**src/rtl/sliding_window_slope_vario_unit_defines.svh**
```systemverilog
// ----------------------------------------------------------------------------
// Sliding window slope vario: assertion macros
// Shared property shapes for the concurrent checks of the vario unit.
// ----------------------------------------------------------------------------
`ifndef SLIDING_WINDOW_SLOPE_VARIO_UNIT_DEFINES_SVH
`define SLIDING_WINDOW_SLOPE_VARIO_UNIT_DEFINES_SVH

// same-cycle implication
`define SWSV_ASSERT_NOW(label, ante, cons) \
   label: assert property (@(posedge clock) disable iff (reset) (ante) |-> (cons)) \
      else $error("swsv check failed");

// next-cycle implication
`define SWSV_ASSERT_NEXT(label, ante, cons) \
   label: assert property (@(posedge clock) disable iff (reset) (ante) |=> (cons)) \
      else $error("swsv check failed");

`endif

```
**src/rtl/swsv_ram.sv**
```systemverilog
// ----------------------------------------------------------------------------
// swsv_ram
// Simple dual-port RAM, one write and one read port, registered read data.
// ----------------------------------------------------------------------------
module swsv_ram #(
   parameter int WIDTH = 8,
   parameter int DEPTH = 32
) (
   input  logic                     clock,
   input  logic                     wr_en,
   input  logic [$clog2(DEPTH)-1:0] wr_addr,
   input  logic [WIDTH-1:0]         wr_data,
   input  logic [$clog2(DEPTH)-1:0] rd_addr,
   output logic [WIDTH-1:0]         rd_data
);

   logic [WIDTH-1:0] mem [DEPTH];

   always_ff @(posedge clock) begin
      if (wr_en) begin
         mem[wr_addr] <= wr_data;
      end
      rd_data <= mem[rd_addr];
   end

endmodule

```
**config.mk**
```make
export PLATFORM = sky130hd
export DESIGN_NAME = swsv_ram
export DESIGN_NICKNAME = d
export VERILOG_FILES = /design/src/rtl/sliding_window_slope_vario_unit_defines.svh /design/src/rtl/swsv_ram.sv
export SDC_FILE = /design/constraint.sdc
export NUM_CORES = 1
export LEC_CHECK = 0
export BUFFER_PORTS_ARGS = -buffer_cell sky130_fd_sc_hd__buf_2
export CORE_ASPECT_RATIO = 1.5
export CORE_MARGIN = 3
export CORE_UTILIZATION = 55
export DETAILED_ROUTE_END_ITERATION = 8
export PLACE_DENSITY = 0.74
export SETUP_SLACK_MARGIN = 0.02
export SLEW_MARGIN = 5
export SYNTH_ARGS = -nofsm -noshare
export SYNTH_HDL_FRONTEND = slang
export SYNTH_SLANG_ARGS = --single-unit
export TNS_END_PERCENT = 30
```
**constraint.sdc**
```tcl
create_clock -name clock -period 2.3 [get_ports clock]
set_input_delay 0.46 -clock clock [delete_from_list [all_inputs] [get_ports clock]]
set_output_delay 0.46 -clock clock [all_outputs]
set_load 0.005 [all_outputs]
```
Word level (Yosys, flattened, before mapping)

Memories as Yosys holds them, arrays and structs flattened. A register that Yosys moved wholly into a read port is not among the register bits.
Index checks and enable logic that the tools add are counted.
Widths: inputs -> output; s select.

Mux-type cells: 2

Operators with widths:

| cell   | number |
|---|---|
| $mux 1 | 2 |

Flip-flop bits (word level): 0
Bits in writable memories: 256
Output and inout bits: 8
Memories: 1

Memories:

| memory | depth | bits a word | read ports | clocked after Yosys merged registers in | wr ports | line           | RTL |
|---|---|---|---|---|---|---|---|
| mem    | 32    | 8           | 1          | 1                                       | 1        | swsv_ram.sv:17 | `logic [WIDTH-1:0] mem [DEPTH];` |

Longest topological paths before layout

Gate-level depths: netlist (run 1).

Depth after elaboration: 2
Depth in mapped cells: 5

Worst setup path before layout (run 1)

OpenSTA, ideal clock, no wires.

Kind: input to register
From: input port rd_addr[2]
To: register rd_data[0] (read register of mem)
Setup time: 0.121 ns
Data arrival time: 2.142 ns
Setup slack: 0.038 ns
Stages: 5
Buffers on the path: 2
Cells stage by stage: clkbuf_1 > clkbuf_1 > mux4_2 > mux4_2 > mux2_2

RTL lines:

| element            | line           | RTL |
|---|---|---|
| start: declaration | swsv_ram.sv:13 | `input logic [$clog2(DEPTH)-1:0] rd_addr,` |
| end: declaration   | swsv_ram.sv:14 | `output logic [WIDTH-1:0] rd_data` |

==> results of run 1 <==
==> layer usage <==
metal / share of wire [%] / global-route usage (%) / up-vias
met1: 40 / 31.1 / 2399
li1: - / - / 1917
met2: 51 / 33.5 / 199
met5: 0.10 / 0 / -
met3: 7.5 / 4.08 / 23
met4: 1.7 / 5.00 / 2
==> Yosys cell counts <==
cell type,number,area [sq um]
edfxtp_1,256,7690
or3_1,1,6.26
buf_4,6,45.0
buf_6,1,11.3
nor2_1,33,124
buf_2,1,5.00
clkbuf_1,6,22.5
or3b_2,3,26.3
nand3_1,2,10.0
mux2_2,8,90.1
mux4_2,80,1800
dfxtp_1,8,160
nand3b_1,5,37.5
nand2_1,1,3.75
buf_1,6,22.5
==> registers in the layout, indices dropped and copies added, names as in the netlist <==
name,cells
rd_data,8
mem,256
==> kinds of logic after synthesis <==
logic type | count (synthesis)
buffers and inverters | 20
muxes | 88
and+or+nand+nor | 45
DFF | 264
==> final cells by class <==
class                   instances  area share [%]
clock buffers                  29            5.25
clock inverters                 9           0.626
multi-input cells             133            18.4
flip-flops and latches        264            68.9
well taps                     213            2.34
repair buffers                 68            4.46
==> how the worst max path moves through the flow <==
| stage | to | slack [ns] | cells past startpoint |
|---|---|---|---|
| after floorplan | rd_data[0] | 0.04 | 5 |
| after global placement | rd_data[5] | -0.10 | 5 |
| after detailed placement | rd_data[5] | -0.11 | 5 |
| after CTS | rd_data[5] | 0.41 | 5 |
| after global routing | rd_data[5] | 0.39 | 5 |
| final | rd_data[5] | 0.42 | 5 |
==> power by group through the flow <==
stage / sequential, mW / clock, mW / combinational, mW
floorplan: 5.47 / 0 / 0.285
global placement: 5.47 / 0 / 0.507
detailed placement: 5.47 / 0 / 0.517
CTS: 5.37 / 3.56 / 0.521
global route: 5.37 / 3.75 / 0.550
finish: 5.37 / 3.48 / 0.511
==> through the flow <==
step | setup TNS (ns) | utilization [%] | instances
detailed placement | -0.450 | 60.8 | 678
CTS | 0 | 64.6 | 716
finish | 0 | 64.6 | 716
global placement | -0.439 | 60.8 | 678
global route | 0 | 64.6 | 716
floorplan | 0 | - | 417
==> impl_summary.log, run 1 <==
[metrics] largest family of logic cells by synthesized area: multiplexers
[metrics] die outline area: 0.0200 sq mm
[metrics] share of synthesized area spent on multiplexers: 18.8%
[metrics] skew final: 0.00886 ns
[metrics] drt initial violations: 535
[metrics] switching share of power: 19.6%
[metrics] most common cell after layout, fill and taps aside: edfxtp_1
[metrics] Total Power: 9.36 mW
[metrics] combined area of the multi-input logic cells: 0.00210 sq mm
[metrics] count of buffers from port buffering: 27
[metrics] headroom to the max-slew limit: 55.3%
[metrics] buffer and inverter count on the worst path: 2
[metrics] Synth Area in Adders: 0%
[metrics] number of max-cap violations: 0
[metrics] Crit path required time: 2.68 ns
[metrics] GR Overflow Total: 0
[metrics] worst-path cell with the longest stage delay: mux4_2
[metrics] flip-flop and latch area: 0.00785 sq mm
[metrics] final hold violations: 0
[metrics] post-detailed-routing wire length: 19,900 um
[metrics] IO Count: 28
[metrics] Largest delay share family, worst path: multiplexers
[metrics] worst hold path endpoint: rd_data[5]
[metrics] total via count in the routed design: 4,540
[metrics] actual transition at the worst max-transition pin: 0.671 ns
[metrics] initial antenna violation count: 1
[metrics] CTS Hold Bufs: 0
[metrics] clock insertion delay at the later pin of the skew report: 0.49 ns
[metrics] CTS root buffer: clkbuf_16
[metrics] number of nets still failing antenna checks after routing: 0
[metrics] Setup Crit Path Kind: in -> reg
[metrics] power dissipated by switching net loads: 1.83 mW
[metrics] effective utilization at floorplan: 57.0%
[metrics] Int Pwr: 7.53 mW
[metrics] final clock period utilization by the worst path: 81.9%
[metrics] number of warnings issued by yosys: 0
[metrics] final setup vio count: 0
[metrics] number of placement rows: 59
[metrics] share of post-route cells with drive strength above 1: 37.0%
[metrics] reg-to-reg endpoint: rd_data[5]
[metrics] Post-Syn Area per Cell: 24.1 sq um
[metrics] kind of start point of the critical path: input port
[metrics] Sinks on Clock Net: 264
[metrics] smallest hold slack: 0.395 ns
[metrics] largest net degree at the start of global routing: 34
[metrics] first-pass GRT wire length: 30,400 um
[metrics] Combinational Power Share: 5.5%
[metrics] level count of the clock H-tree: 1
[metrics] maximum operating frequency: 531 MHz
[metrics] vias in the first global route: 4,704
[metrics] post-synthesis net count: 437
[metrics] most frequent cell on the critical path: mux4_2
[metrics] Antenna Cells: 0
[metrics] number of buffers on the longest clock path: 3
[metrics] number of buffers added by the clock tree synthesis step: 23
[metrics] XOR/XNOR share of the synthesized area: 0%
[metrics] library cells used by synthesis: 15
[metrics] share of total power in the clock network: 37.2%
[metrics] class of the tightest hold or removal check: in -> reg
[metrics] detailed-router iteration count before antenna repair: 5
[metrics] overall track demand over capacity in global routing: 21.1%
[metrics] data arrival time at the worst-slack endpoint: 2.26 ns
[metrics] leakage power of the design: 3.64 nW
[metrics] Seq/Total Area, Yosys: 78.1%
[metrics] commonest non-fill, non-tap cells in the layout: 256 x edfxtp_1, 80 x mux4_2, 37 x buf_4
[metrics] CTS tree: built
[metrics] Largest stage delay, worst path: 0.59 ns
[metrics] Final Critical Period: 1.88 ns
[metrics] Post-Synth Simple-Gate Area: 2.07%
[metrics] final number of max-transition violations: 0
[metrics] y dimension of the die: 172 um
[metrics] length in cells of the worst reg-to-reg path: 3
[metrics] Reg2Reg Setup Slack: 0.47 ns
[metrics] dpl hpwl: 12,900 um
[metrics] placeable core area: 0.0176 sq mm
[metrics] status: complete, no violations
[metrics] type of destination of the critical path: flop
[metrics] sequential group share of total power: 57.4%
[metrics] power density normalized to cell area: 822 mW/mm^2
[metrics] drt wl/cell: 27.8 um
[metrics] worst flop-to-flop path startpoint: mem[17][5]
[metrics] number of cells upsized or downsized after cts: 0
[metrics] synthesized area: 0.0101 sq mm
[metrics] clock-pin slew of the registers on the worst-case setup and hold paths: 0.06 ns
[metrics] slack of the critical path: 0.417 ns
[metrics] flip-flop and latch count after synthesis: 264
[metrics] post-synthesis to final-layout area growth: 13.3%
[metrics] overall die width: 116 um
[metrics] complex-gate fraction of the synthesized area: 0%
[metrics] number of nets in the layout: 510
[metrics] buffers inserted by post-CTS timing repair: 0
[metrics] total of fill cells in the finished design: 1,110
[metrics] DP Worst Slack: -0.112 ns
[metrics] critical path cell sequence: buf_4 > buf_12 > mux4_2 > mux4_2 > mux2_2
[metrics] GPL Wtd Cong: 0.795
[metrics] average vias per placed instance: 6.34
[metrics] start point of the critical path: rd_addr[0]
[metrics] post-route standard cell area excluding fillers: 0.0114 sq mm
[metrics] critical path peak fanout: 18
[metrics] placement-stage cell area: 0.0107 sq mm
[metrics] count of unresolved DRC violations after routing: 0
[metrics] hold-critical path depth: 2
[metrics] setup repair after global routing missed its margin: false
[metrics] launch point of the worst hold path: rd_addr[3]
[metrics] synthesized instance count: 417
[metrics] IR drop worst, VDD: 0.584 mV
No activity file was read; power rests on OpenSTA's default activity.
==> run 2, diff against run 1 <==
--- a/config.mk
+++ b/config.mk
@@ -5,12 +5,13 @@
 export SDC_FILE = /design/constraint.sdc
 export NUM_CORES = 1
 export LEC_CHECK = 0
+export ABC_AREA = 1
 export BUFFER_PORTS_ARGS = -buffer_cell sky130_fd_sc_hd__buf_2
 export CORE_ASPECT_RATIO = 1.5
 export CORE_MARGIN = 3
 export CORE_UTILIZATION = 55
 export DETAILED_ROUTE_END_ITERATION = 8
-export PLACE_DENSITY = 0.74
+export PLACE_DENSITY = 0.72
 export SETUP_SLACK_MARGIN = 0.02
 export SLEW_MARGIN = 5
 export SYNTH_ARGS = -nofsm -noshare
==> constraint.sdc (replaced) <==
create_clock -name clock -period 1.8 [get_ports clock]
set_input_delay 0.36 -clock clock [delete_from_list [all_inputs] [get_ports clock]]
set_output_delay 0.36 -clock clock [all_outputs]
set_load 0.005 [all_outputs]
==> run 2 against run 1 <==
Net effect:
- sequential share of layout area down 3.8 points
- sequential power rose by 28%
- hold slack worse by 0.21 ns
- clock skew is 0.0066 ns higher
- synthesized area is 7.3% higher
- first-iteration DRC count is 28% higher
- cell area up 5.8%
- synthesized cell count rose by 120%
- critical path depth fell by 4
- total power rose by 34%
- largest power group unchanged
- core utilization fell by 1.9 points
- die area increased by 7.0%
==> impl_summary.log, run 2 <==
[metrics] largest net degree at the start of global routing: 66
[metrics] effective utilization at floorplan: 56.1%
[metrics] final sum of negative setup slack: 0 ns
[metrics] post-synthesis net count: 942
[metrics] clock-pin slew of the registers on the worst-case setup and hold paths: 0.07 ns
[metrics] critical path peak fanout: 1
[metrics] GR Overflow Total: 0
[metrics] number of cells upsized or downsized after cts: 0
[metrics] leakage power of the design: 4.55 nW
[metrics] die outline area: 0.0214 sq mm
[metrics] IR drop worst, VDD: 0.547 mV
[metrics] kind of start point of the critical path: flop
[metrics] post-detailed-routing wire length: 23,700 um
[metrics] drt wl/cell: 19.1 um
[metrics] actual transition at the worst max-transition pin: 0.680 ns
[metrics] leading registers by flop count: mem: 256 flops, rd_data: 8 flops
[metrics] commonest non-fill, non-tap cells in the layout: 360 x nand2_1, 256 x edfxtp_1, 204 x nand3_1
[metrics] final setup vio count: 0
[metrics] drt initial violations: 685
[metrics] count of flip-flops with a built-in enable after synthesis: 256
[metrics] average vias per placed instance: 5.49
[metrics] level count of the clock H-tree: 1
[metrics] Crit path required time: 1.44 ns
[metrics] FFs w/ async S/R, synth: 0%
[metrics] library cell with the highest instance count after synthesis: nand2_1
[metrics] count of buffers from port buffering: 27
[metrics] worst-path cell with the longest stage delay: dfxtp_1
[metrics] GPL Wtd Cong: 0.873
[metrics] placeable core area: 0.0192 sq mm
[metrics] launch point of the worst hold path: rd_addr[4]
[metrics] initial antenna violation count: 0
[metrics] number of buffers on the longest clock path: 3
[metrics] type of destination of the critical path: primary output
[metrics] worst flop-to-flop path startpoint: mem[19][7]
[metrics] final number of max-transition violations: 0
[metrics] power density normalized to cell area: 1040 mW/mm^2
[metrics] top cells by area in the synthesized netlist: edfxtp_1 71%, nand2_1 13%, nand3_1 9.5%
[metrics] Setup Crit Path Kind: reg -> out
[metrics] number of nets still failing antenna checks after routing: 0
[metrics] clock insertion delay at the later pin of the skew report: 0.51 ns
[metrics] Antenna Cells: 0
[metrics] Post-Syn Area per Cell: 11.7 sq um
[metrics] synthesized area: 0.0108 sq mm
[metrics] flip-flop and latch count after synthesis: 264
[metrics] y dimension of the die: 178 um
[metrics] list of most frequent post-synthesis cells: 360 x nand2_1, 256 x edfxtp_1, 204 x nand3_1, 32 x nor2_1, 24 x buf_6
[metrics] worst hold path endpoint: rd_data[0]
[metrics] number of max-cap violations: 0
[metrics] filler-free cell count of the finished design: 1,245
[metrics] data arrival time at the worst-slack endpoint: 1.04 ns
[metrics] status: complete, no violations
[metrics] Largest delay share family, worst path: flip-flops
[metrics] most common cell after layout, fill and taps aside: nand2_1
[metrics] Final Critical Period: 1.40 ns
[metrics] CTS tree: built
[metrics] Sinks on Clock Net: 264
[metrics] number of cells after detailed placement: 1,205
[metrics] CTS Hold Bufs: 0
[metrics] overall track demand over capacity in global routing: 22.4%
[metrics] dpl hpwl: 14,300 um
[metrics] maximum operating frequency: 713 MHz
[metrics] skew final: 0.0155 ns
[metrics] share of post-route cells with drive strength above 1: 11.8%
[metrics] number of buffers added by the clock tree synthesis step: 22
[metrics] number of nets in the layout: 993
[metrics] total of fill cells in the finished design: 1,493
[metrics] CTS root buffer: clkbuf_16
[metrics] final clock period utilization by the worst path: 77.9%
[metrics] setup repair after global routing missed its margin: false
[metrics] most frequently used flop master after synthesis: edfxtp_1
[metrics] Largest stage delay, worst path: 0.39 ns
[metrics] count of unresolved DRC violations after routing: 0
[metrics] Reg2Reg Setup Slack: 0.63 ns
[metrics] class of the tightest hold or removal check: in -> reg
[metrics] buffers inserted by post-CTS timing repair: 0
[metrics] headroom to the max-slew limit: 54.7%
[metrics] detailed-router iteration count before antenna repair: 7
[metrics] Largest Register: mem
[metrics] length in cells of the worst reg-to-reg path: 8
[metrics] first-pass GRT wire length: 36,600 um
[metrics] overall die width: 120 um
[metrics] vias in the first global route: 6,750
[metrics] reg-to-reg endpoint: rd_data[7]
[metrics] number of placement rows: 62
[metrics] total via count in the routed design: 6,841
[metrics] post-synthesis to final-layout area growth: 11.8%
[metrics] Seq/Total Area, Yosys: 72.8%
[metrics] flip-flop count of the largest register after layout: 256
[metrics] critical path cell sequence: buf_2
[metrics] hold-critical path depth: 3
[metrics] library cells used by synthesis: 12
[metrics] final hold violations: 0
[metrics] IO Count: 28
[metrics] buffer and inverter count on the worst path: 1
[metrics] proportion of netlist area held by the largest area contributor: 71.3%
[metrics] number of warnings issued by yosys: 0
[metrics] synthesized instance count: 922
[metrics] top cell type by total area after synthesis: edfxtp_1
-- run 2: cell count changes in the layout (fill, tap and decap cells not counted), sizes merged, moves of 3 or more --
| cell | delta |
|---|---|
| nand3b | -5 |
| nand2 | +359 |
| buf | +11 |
| mux2 | -8 |
| inv | +9 |
| or3b | -3 |
| nand3 | +202 |
| clkbuf | -6 |
| clkinv | +5 |
| mux4 | -80 |
-- run 2: tightest hold or removal path, delay by kind of cell --
| kind | cells | cell delay [ns] |
|---|---|---|
| buf+inv | 1 | 0.16 |
| simple gates | 2 | 0.13 |
-- run 2: routing by layer --
| metal | part of all wire [%] | GRT usage (%) | vias to the layer above |
|---|---|---|---|
| li1 | - | - | 3292 |
| met2 | 51 | 39.7 | 262 |
| met4 | 4.3 | 9.45 | 0 |
| met1 | 38 | 28.2 | 3220 |
| met5 | 0 | 0 | - |
| met3 | 6.2 | 2.39 | 67 |
-- run 2: logic make-up after synthesis --
family	Yosys count	synth area share [%]
AND/OR/NAND/NOR	596	23.1
flip-flops	264	72.8
buffers and inverters	62	4.14
-- run 2: layout make-up --
cell class,instances,area (sq um),area share (%)
multi-input combinational,596,2490,20.7
inverter,10,38.8,0.322
tap,256,320,2.66
timing repair buffer,79,616,5.11
clock inverter,17,164,1.36
sequential,264,7850,65.1
clock buffer,23,576,4.77
-- run 2: stage by stage --
step	worst slack (ns)	hold slack [ns]	instance area [sq um]	power (mW)	util, %
2_1_floorplan	0.406	0.459	10800	7.48	-
4_1_cts	0.379	0.160	12100	12.6	62.7
3_3_place_gp	0.134	0.689	11300	7.79	58.8
3_5_place_dp	0.135	0.691	11300	7.80	58.8
5_1_grt	0.381	0.189	12100	12.9	62.7
6_report	0.397	0.185	12100	12.5	62.7
-- run 2: where the power goes --
part / internal, mW / switching (mW) / leakage (nW)
logic: 0.236 / 0.578 / 1.81
registers: 6.83 / 0.0311 / 2.37
clock network: 2.76 / 2.06 / 0.364
total: 9.83 / 2.67 / 4.55
-- run 2: how the worst max path moves through the flow --
stage	depth (start not counted)	end	startpoint
global route	1	rd_data[2]	rd_data[2]
finish	1	rd_data[2]	rd_data[2]
floorplan	3	mem[0][0]	wr_addr[0]
detailed placement	10	rd_data[5]	rd_addr[0]
global placement	10	rd_data[7]	rd_addr[0]
CTS	1	rd_data[2]	rd_data[2]
